$ cat config.mk
export PLATFORM = sky130hd
export DESIGN_NAME = tanh_activation_fwd_bwd
export DESIGN_NICKNAME = d
export VERILOG_FILES = /design/src/rtl/tafb_pkg.sv /design/src/rtl/tafb_decode.sv /design/src/rtl/tafb_lookup.sv /design/src/rtl/tafb_mult.sv /design/src/rtl/tafb_finish.sv /design/src/rtl/tanh_activation_fwd_bwd.sv
export VERILOG_INCLUDE_DIRS = /design/src /design/src/rtl
export SDC_FILE = /design/constraint.sdc
export NUM_CORES = 2
export LEC_CHECK = 0
export ABC_AREA = 0
export ABC_CLOCK_PERIOD_IN_PS = 9400
export BUFFER_PORTS_ARGS = -buffer_cell sky130_fd_sc_hd__buf_2
export CAP_MARGIN = 20
export CORE_UTILIZATION = 30
export DETAILED_ROUTE_END_ITERATION = 10
export SLEW_MARGIN = 20
export SYNTH_ARGS = -nofsm -noshare
export SYNTH_HDL_FRONTEND = slang
export SYNTH_SLANG_ARGS = --single-unit
$ cat constraint.sdc
create_clock -name clk -period 9.4 [get_ports clk]
set_input_delay 0.94 -clock clk [delete_from_list [all_inputs] [get_ports clk]]
set_output_delay 0.94 -clock clk [all_outputs]
set_load 0.02 [all_outputs]
$ cat src/rtl/tanh_activation_fwd_bwd_assert.svh
// Assertion macros for the tanh activation RTL, included by tafb_finish.
`ifndef TANH_ACTIVATION_FWD_BWD_ASSERT_SVH
`define TANH_ACTIVATION_FWD_BWD_ASSERT_SVH

`ifndef ASSERT_OFF
`define ASSERT_IMPLIES(label, clk, rst_n, ante, cons) \
    label: assert property (@(posedge clk) disable iff (!rst_n) (ante) |-> (cons)) \
        else $error("assertion failed: same-cycle implication");
`define ASSERT_NEXT(label, clk, rst_n, ante, cons) \
    label: assert property (@(posedge clk) disable iff (!rst_n) (ante) |=> (cons)) \
        else $error("assertion failed: next-cycle implication");
`else
`define ASSERT_IMPLIES(label, clk, rst_n, ante, cons)
`define ASSERT_NEXT(label, clk, rst_n, ante, cons)
`endif

`endif

$ cat src/rtl/tafb_pkg.sv
// Types, constants and tanh table for the tanh activation pipeline.
package tafb_pkg;

    localparam int FRAC_BITS  = 12;
    localparam int SEGMENTS   = 64;
    localparam int STEP_SHIFT = 8;

    localparam int DATA_W  = 16;
    localparam int MAG_W   = DATA_W - 1;
    localparam int IDX_W   = $clog2(SEGMENTS);
    localparam int ROM_W   = FRAC_BITS + 1;
    localparam int SLOPE_W = STEP_SHIFT + 1;
    localparam int FPROD_W = SLOPE_W + STEP_SHIFT;
    localparam int SQ_W    = 2 * DATA_W - 1;
    localparam int YSQ_W   = SQ_W - FRAC_BITS;
    localparam int DERIV_W = YSQ_W + 1;
    localparam int BPROD_W = DATA_W + DERIV_W;

    typedef enum logic
    {
        REQ_FWD = 1'b0,
        REQ_BWD = 1'b1
    } req_t;

    localparam logic [ROM_W-1:0] TANH_ROM [0:SEGMENTS] = '{
        13'd0,    13'd256,  13'd509,  13'd759,  13'd1003, 13'd1240, 13'd1468, 13'd1686,
        13'd1893, 13'd2088, 13'd2272, 13'd2443, 13'd2602, 13'd2748, 13'd2883, 13'd3007,
        13'd3119, 13'd3222, 13'd3315, 13'd3399, 13'd3475, 13'd3543, 13'd3604, 13'd3659,
        13'd3707, 13'd3751, 13'd3790, 13'd3825, 13'd3856, 13'd3883, 13'd3908, 13'd3929,
        13'd3949, 13'd3966, 13'd3981, 13'd3994, 13'd4006, 13'd4016, 13'd4026, 13'd4034,
        13'd4041, 13'd4048, 13'd4053, 13'd4058, 13'd4063, 13'd4067, 13'd4070, 13'd4073,
        13'd4076, 13'd4078, 13'd4080, 13'd4082, 13'd4084, 13'd4085, 13'd4086, 13'd4088,
        13'd4089, 13'd4089, 13'd4090, 13'd4091, 13'd4091, 13'd4092, 13'd4092, 13'd4093,
        13'd4093
    };

    typedef struct packed
    {
        req_t                      req;
        logic                      neg;
        logic                      big;
        logic [IDX_W-1:0]          idx;
        logic [STEP_SHIFT-1:0]     frac;
        logic signed [DATA_W-1:0]  dy;
        logic [SQ_W-1:0]           ysq_prod;
    } s1_t;

    typedef struct packed
    {
        req_t                      req;
        logic                      neg;
        logic                      big;
        logic [ROM_W-1:0]          base;
        logic [SLOPE_W-1:0]        slope;
        logic [STEP_SHIFT-1:0]     frac;
        logic signed [DATA_W-1:0]  dy;
        logic signed [DERIV_W-1:0] deriv;
    } s2_t;

    typedef struct packed
    {
        req_t                      req;
        logic                      neg;
        logic                      big;
        logic [ROM_W-1:0]          base;
        logic [FPROD_W-1:0]        fprod;
        logic signed [BPROD_W-1:0] bprod;
    } s3_t;

endpackage

$ cat src/rtl/tafb_decode.sv
// Stage 1: magnitude split of x and the exact square of y.
module tafb_decode
(
    input  logic                          clk,
    input  logic                          rst_n,
    input  logic                          in_valid,
    output logic                          in_ready,
    input  logic                          in_req,
    input  logic signed [15:0]            in_a,
    input  logic signed [15:0]            in_dy,
    output logic                          out_valid,
    input  logic                          out_ready,
    output tafb_pkg::s1_t                 out_stage
);
    import tafb_pkg::*;

    logic                      valid_reg;
    s1_t                       data_reg;
    s1_t                       data_next;
    logic [DATA_W-1:0]         neg_a;
    logic [MAG_W-1:0]          mag;
    logic signed [2*DATA_W-1:0] sq;

    assign in_ready = !valid_reg || out_ready;

    always_comb
    begin
        neg_a = DATA_W'(-in_a);
        if (in_a == {1'b1, {MAG_W{1'b0}}})
        begin
            mag = {MAG_W{1'b1}};
        end
        else if (in_a[DATA_W-1])
        begin
            mag = neg_a[MAG_W-1:0];
        end
        else
        begin
            mag = in_a[MAG_W-1:0];
        end
        sq = in_a * in_a;

        data_next.req      = req_t'(in_req);
        data_next.neg      = in_a[DATA_W-1];
        data_next.big      = (mag >= MAG_W'(SEGMENTS << STEP_SHIFT));
        data_next.idx      = mag[STEP_SHIFT +: IDX_W];
        data_next.frac     = mag[STEP_SHIFT-1:0];
        data_next.dy       = in_dy;
        data_next.ysq_prod = sq[SQ_W-1:0];
    end

    always_ff @(posedge clk or negedge rst_n)
    begin
        if (!rst_n)
        begin
            valid_reg <= 1'b0;
        end
        else if (in_ready)
        begin
            valid_reg <= in_valid;
        end
    end

    always_ff @(posedge clk)
    begin
        if (in_valid && in_ready)
        begin
            data_reg <= data_next;
        end
    end

    assign out_valid = valid_reg;
    assign out_stage = data_reg;

endmodule

$ cat src/rtl/tafb_lookup.sv
// Stage 2: table lookup of base and slope, rounding of y squared into 1 - y^2.
module tafb_lookup
(
    input  logic                          clk,
    input  logic                          rst_n,
    input  logic                          in_valid,
    output logic                          in_ready,
    input  tafb_pkg::s1_t                 in_data,
    output logic                          out_valid,
    input  logic                          out_ready,
    output tafb_pkg::s2_t                 out_stage
);
    import tafb_pkg::*;

    logic              valid_reg;
    s2_t               data_reg;
    s2_t               data_next;
    logic [ROM_W-1:0]  base;
    logic [ROM_W-1:0]  upper;
    logic [ROM_W-1:0]  diff;
    logic [SQ_W-1:0]   sq_round;
    logic [YSQ_W-1:0]  ysq;

    assign in_ready = !valid_reg || out_ready;

    always_comb
    begin
        base     = TANH_ROM[in_data.idx];
        upper    = TANH_ROM[{1'b0, in_data.idx} + (IDX_W+1)'(1)];
        diff     = upper - base;
        sq_round = in_data.ysq_prod + SQ_W'(1 << (FRAC_BITS - 1));
        ysq      = sq_round[SQ_W-1:FRAC_BITS];

        data_next.req   = in_data.req;
        data_next.neg   = in_data.neg;
        data_next.big   = in_data.big;
        data_next.base  = base;
        data_next.slope = diff[SLOPE_W-1:0];
        data_next.frac  = in_data.frac;
        data_next.dy    = in_data.dy;
        data_next.deriv = DERIV_W'(1 << FRAC_BITS) - $signed({1'b0, ysq});
    end

    always_ff @(posedge clk or negedge rst_n)
    begin
        if (!rst_n)
        begin
            valid_reg <= 1'b0;
        end
        else if (in_ready)
        begin
            valid_reg <= in_valid;
        end
    end

    always_ff @(posedge clk)
    begin
        if (in_valid && in_ready)
        begin
            data_reg <= data_next;
        end
    end

    assign out_valid = valid_reg;
    assign out_stage = data_reg;

endmodule

$ cat src/rtl/tafb_mult.sv
// Stage 3: interpolation product and gradient product.
module tafb_mult
(
    input  logic                          clk,
    input  logic                          rst_n,
    input  logic                          in_valid,
    output logic                          in_ready,
    input  tafb_pkg::s2_t                 in_data,
    output logic                          out_valid,
    input  logic                          out_ready,
    output tafb_pkg::s3_t                 out_stage
);
    import tafb_pkg::*;

    logic                       valid_reg;
    s3_t                        data_reg;
    s3_t                        data_next;
    logic signed [BPROD_W-1:0]  dy_ext;
    logic signed [BPROD_W-1:0]  deriv_ext;

    assign in_ready = !valid_reg || out_ready;

    always_comb
    begin
        dy_ext    = BPROD_W'($signed(in_data.dy));
        deriv_ext = BPROD_W'($signed(in_data.deriv));

        data_next.req   = in_data.req;
        data_next.neg   = in_data.neg;
        data_next.big   = in_data.big;
        data_next.base  = in_data.base;
        data_next.fprod = FPROD_W'(in_data.slope) * FPROD_W'(in_data.frac);
        data_next.bprod = dy_ext * deriv_ext;
    end

    always_ff @(posedge clk or negedge rst_n)
    begin
        if (!rst_n)
        begin
            valid_reg <= 1'b0;
        end
        else if (in_ready)
        begin
            valid_reg <= in_valid;
        end
    end

    always_ff @(posedge clk)
    begin
        if (in_valid && in_ready)
        begin
            data_reg <= data_next;
        end
    end

    assign out_valid = valid_reg;
    assign out_stage = data_reg;

endmodule

$ cat src/rtl/tafb_finish.sv
// Stage 4: rounding, sign restore, saturation and the result register.
`include "tanh_activation_fwd_bwd_assert.svh"

module tafb_finish
(
    input  logic                          clk,
    input  logic                          rst_n,
    input  logic                          in_valid,
    output logic                          in_ready,
    input  tafb_pkg::s3_t                 in_data,
    output logic                          out_valid,
    input  logic                          out_ready,
    output logic signed [15:0]            out_result
);
    import tafb_pkg::*;

    localparam int G_W = BPROD_W - FRAC_BITS;

    logic                      valid_reg;
    logic signed [DATA_W-1:0]  result_reg;
    logic signed [DATA_W-1:0]  result_next;
    req_t                      req_reg;
    logic                      big_reg;
    logic [FPROD_W-1:0]        f_round;
    logic [ROM_W-1:0]          mag_r;
    logic signed [BPROD_W-1:0] b_round;
    logic signed [G_W-1:0]     grad;
    logic                      fwd_out;
    logic                      fwd_in_range;
    logic                      fwd_at_max;

    assign in_ready = !valid_reg || out_ready;

    always_comb
    begin
        f_round = in_data.fprod + FPROD_W'(1 << (STEP_SHIFT - 1));
        if (in_data.big)
        begin
            mag_r = TANH_ROM[SEGMENTS];
        end
        else
        begin
            mag_r = in_data.base + ROM_W'(f_round[FPROD_W-1:STEP_SHIFT]);
        end

        b_round = in_data.bprod + BPROD_W'(1 << (FRAC_BITS - 1));
        grad    = b_round[BPROD_W-1:FRAC_BITS];

        case (in_data.req)
            REQ_FWD:
            begin
                if (in_data.neg)
                begin
                    result_next = -$signed(DATA_W'(mag_r));
                end
                else
                begin
                    result_next = $signed(DATA_W'(mag_r));
                end
            end
            REQ_BWD:
            begin
                if (grad > G_W'(32767))
                begin
                    result_next = 16'sh7fff;
                end
                else if (grad < -G_W'(32768))
                begin
                    result_next = 16'sh8000;
                end
                else
                begin
                    result_next = grad[DATA_W-1:0];
                end
            end
            default:
            begin
                result_next = '0;
            end
        endcase
    end

    always_ff @(posedge clk or negedge rst_n)
    begin
        if (!rst_n)
        begin
            valid_reg <= 1'b0;
        end
        else if (in_ready)
        begin
            valid_reg <= in_valid;
        end
    end

    always_ff @(posedge clk)
    begin
        if (in_valid && in_ready)
        begin
            result_reg <= result_next;
            req_reg    <= in_data.req;
            big_reg    <= in_data.big;
        end
    end

    assign out_valid  = valid_reg;
    assign out_result = result_reg;

    assign fwd_out      = valid_reg && (req_reg == REQ_FWD);
    assign fwd_in_range = (result_reg <= 16'sd4093) && (result_reg >= -16'sd4093);
    assign fwd_at_max   = (result_reg == 16'sd4093) || (result_reg == -16'sd4093);

    `ASSERT_NEXT(a_fill, clk, rst_n, in_valid && in_ready, valid_reg)
    `ASSERT_IMPLIES(a_fwd_range, clk, rst_n, fwd_out, fwd_in_range)
    `ASSERT_IMPLIES(a_fwd_big, clk, rst_n, fwd_out && big_reg, fwd_at_max)

endmodule

$ cat src/rtl/tanh_activation_fwd_bwd.sv
// Top level of the Q4.12 tanh forward and backward activation pipeline.
//
//   channel | valid     | ready     | payload
//   --------+-----------+-----------+------------------------------------
//   request | req_valid | req_ready | req_type, value_a, upstream_grad
//   result  | rsp_valid | rsp_ready | result
//
// One beat per cycle sustained while rsp_ready stays high.
// Four register stages: decode and y*y, table lookup, products, rounding/output.
// Each stage holds its beat while the next one is full and stalled; bubbles close up.
// Reset clears only the stage valid bits; no clearing pass.
module tanh_activation_fwd_bwd
(
    input  logic                clk,
    input  logic                rst_n,
    input  logic                req_valid,
    output logic                req_ready,
    input  logic                req_type,
    input  logic signed [15:0]  value_a,
    input  logic signed [15:0]  upstream_grad,
    output logic                rsp_valid,
    input  logic                rsp_ready,
    output logic signed [15:0]  result
);
    import tafb_pkg::*;

    logic  s1_valid;
    logic  s1_ready;
    s1_t   s1_data;
    logic  s2_valid;
    logic  s2_ready;
    s2_t   s2_data;
    logic  s3_valid;
    logic  s3_ready;
    s3_t   s3_data;

    tafb_decode u_decode
    (
        .clk       (clk),
        .rst_n     (rst_n),
        .in_valid  (req_valid),
        .in_ready  (req_ready),
        .in_req    (req_type),
        .in_a      (value_a),
        .in_dy     (upstream_grad),
        .out_valid (s1_valid),
        .out_ready (s1_ready),
        .out_stage (s1_data)
    );

    tafb_lookup u_lookup
    (
        .clk       (clk),
        .rst_n     (rst_n),
        .in_valid  (s1_valid),
        .in_ready  (s1_ready),
        .in_data   (s1_data),
        .out_valid (s2_valid),
        .out_ready (s2_ready),
        .out_stage (s2_data)
    );

    tafb_mult u_mult
    (
        .clk       (clk),
        .rst_n     (rst_n),
        .in_valid  (s2_valid),
        .in_ready  (s2_ready),
        .in_data   (s2_data),
        .out_valid (s3_valid),
        .out_ready (s3_ready),
        .out_stage (s3_data)
    );

    tafb_finish u_finish
    (
        .clk        (clk),
        .rst_n      (rst_n),
        .in_valid   (s3_valid),
        .in_ready   (s3_ready),
        .in_data    (s3_data),
        .out_valid  (rsp_valid),
        .out_ready  (rsp_ready),
        .out_result (result)
    );

endmodule

==> results.md <==
- Final Setup Violations: 0
- Crit path DAT: between 7000 and 8000 ps
- Clk_lat worst skew: between 500 and 600 ps
- Initial core utilization: between 30% and 40%
- Clk root buf: clkbuf_16
- Max-slew violation count: 0
- DP Area: about 35,000 sq um
- FMAX: about 140 MHz
- Startpoint types: flip-flop
- RSZ-0062 raised after global routing: no
- Final hold slack: approximately 220 ps
- Die width: 333 um
- Register area share after synthesis: about 17%
- Wire length of the first global-routing pass: 126,000 um
- Largest net degree at the start of global routing: between 50 and 60
- Area added between synthesis and finish: 6.99%
- Fin nets: approximately 4,300
- CP Max Fanout: 19
- Worst-path clk slew: ~90 ps
- CTS Hold Bufs: 0
- Share of cells above drive strength 1: roughly 4.2%
- Filler cell count: roughly 11,000
- Number of remaining DRC errors: 2
- Drt total wl: ~75,000 um
- Critical path startpoint: u_lookup.out_stage[21]
- Post-synth EDFFs: around 190
- Least-Margin Pin Slew: between 1000 and 1500 ps
- Crit Path Class: reg -> reg
- Yosys synthesis warning count: 0
- Post CTS Setup Buffer Count: 0
- Synth Register Bits: around 190
- Die Y: approximately 330 um
- Final instance area: 35,200 sq um
- Gpl congestion: 0.879
- Post_cts resized: 0
- Vias: 22,796
- Final ANT Viol Nets: 0
- Pre-antenna DRT Iters: 10
- Status: finished, violations left
- I/O pins: 55
- CTS tree: yes
- CTS Buf Count: 17
- Period minus WS final: approximately 7300 ps
- 1st-iter DRT viols: approximately 1,500
- Vias in the first global route: about 24,000
- Dpl hpwl: approximately 61,000 um
- Tightest Hold Check Type: in -> async
- Primary FF master, synth: edfxtp_1
- Synth Net Count: ~4,400
- Skew final: about 17 ps
- TNS Setup: 0 ps
- Slew headroom: between 20% and 30%
- Total track usage: 14.2%
- Gr ovfl total: 0
- CTS H-tree depth: 4
- Final hold violation count: 0
- Mapped Area: about 33,000 sq um
- Worst-case clock buffer depth: 2
- Core box area: between 100,000 and 150,000 sq um
- Core Rows: around 120
- Nature of the critical path endpoint: flip-flop
- # diodes: 0
- Final Cycle Share: between 70% and 80%
- Max Cap Violations: 0
- DR WL/cell: approximately 15 um
- Die ar.: between 100,000 and 150,000 sq um
- Synth async-reset ratio: 2.09%
- Failing checks: DRC
- Port Buffers: 54
- Vias/cell: between 4 and 5
- Synth unique cells: slightly below 90
- Mapped Cells: 3,500
- Reg2reg start: u_lookup.out_stage[21]
- Syn Area/Cell: between 9 and 10 sq um
- Initial antenna violation count: 2
- Required time of the critical path: between 9000 and 10,000 ps
- Clock sink count: around 190
==> layout by cell type, fill, tap and decap left out, types with 6 or more instances in the layout <==
cell	synthesis	routed
or3_1	9	9
fa_1	589	589
nand2b_1	26	26
a31o_2	7	7
o311ai_0	7	7
nor2_1	165	165
or2_2	9	9
o21ai_0	67	67
a31oi_1	14	14
o21a_1	13	13
nand2_1	390	390
a221oi_1	6	6
o2111ai_1	6	6
nand3_1	54	54
o41ai_1	7	7
inv_12	0	6
nor3_1	36	36
o211ai_1	26	26
and3_1	22	22
edfxtp_1	187	187
o21ai_1	18	18
and2_1	209	206
and4_1	9	9
ha_1	245	245
xor2_1	51	51
nand4_1	20	20
inv_1	786	786
mux2i_1	8	8
clkinv_1	8	8
a211oi_1	10	10
a21o_1	27	27
nor2b_1	14	14
buf_2	6	54
buf_4	1	18
clkbuf_16	0	17
a21oi_1	92	92
xnor2_1	121	120
==> worst max-delay path: stages, from the launching register on <==
cell and delay, ps:
edfxtp_1 920, nand2_1 210, fa_1 560, fa_1 470, fa_1 520, fa_1 540, inv_1 50, fa_1 510
fa_1 460, ha_1 350, nand3_1 80, a211o_1 360, a2111oi_1 920, nor2_1 160, o21ai_1 390, a41o_1 270
o41ai_1 90, xnor2_1 150
==> registers in the layout (all words and copies together), names as in the netlist <==
name                 count
u_lookup.out_valid       1
u_lookup.out_stage      68
u_mult.out_stage        50
u_finish.out_valid       1
u_decode.out_stage      53
u_decode.out_valid       1
u_mult.out_valid         1
u_finish.out_result     16
==> path summary, 6_finish.rpt <==
path	slack (ps)	endpoint	cells after the start
max	2110	u_mult.out_stage[35]	17
min	220	u_finish.out_valid	1
max reg2reg	2110	u_mult.out_stage[35]	17
min reg2reg	420	u_mult.out_stage[57]	0
max in group asynchronous	9070	u_decode.out_valid	1
min in group clk	420	u_mult.out_stage[57]	0
==> stage by stage <==
stage / instances / setup slack [ps] / utilization (%)
finish: 4879 / 2110 / 32.4
global route: 4879 / 1630 / 32.4
floorplan: 3500 / 2530 / -
CTS: 4879 / 2080 / 32.4
global placement: 4847 / 1630 / 31.8
detailed placement: 4847 / 1560 / 31.8
==> cells in the mapped netlist (54+ instances only) <==
library cell  number  area share (%)
a21oi_1           92             1.4
nand3_1           54            0.82
fa_1             589              36
nand2_1          390             4.4
xnor2_1          121             3.2
ha_1             245             9.3
edfxtp_1         187              17
nor2_1           165             1.9
inv_1            786             9.0
o21ai_0           67             1.0
and2_1           209             4.0
clkbuf_1         120             1.4
==> logic make-up (layout without fill, tap and decap cells) <==
kind of cell             count (synthesis)  count (layout)  share of synthesized area [%]
adder cells (fa/ha/maj)                834             834                           45.1
flip-flops                             191             191                           17.4
XOR/XNOR                               172             172                           4.57
multiplexers                            13              13                          0.448
buffers and inverters                  933             898                           10.7
AO/OA/AOI/OAI                          360             360                           7.17
AND/OR/NAND/NOR                        997             997                           14.6
==> metal layers <==
| metal | global-route usage [%] | share of wire (%) |
|---|---|---|
| met1 | 18.4 | 45 |
| met5 | 0 | 0.012 |
| met3 | 1.73 | 3.5 |
| met4 | 4.12 | 2.0 |
| met2 | 24.5 | 49 |
==> cell type report <==
cell class,instances,area [sq um],area share [%]
clock buffers,17,425,1.21
clock inverters,15,228,0.646
inverters,794,2980,8.46
multi-input cells,2376,23700,67.3
flip-flops and latches,191,5720,16.2
well taps,1414,1770,5.02
repair buffers,72,405,1.15
Power is left out: the tool's default activity adds up to more than one toggle a clock period on the data nets, which glitch-free logic cannot reach.
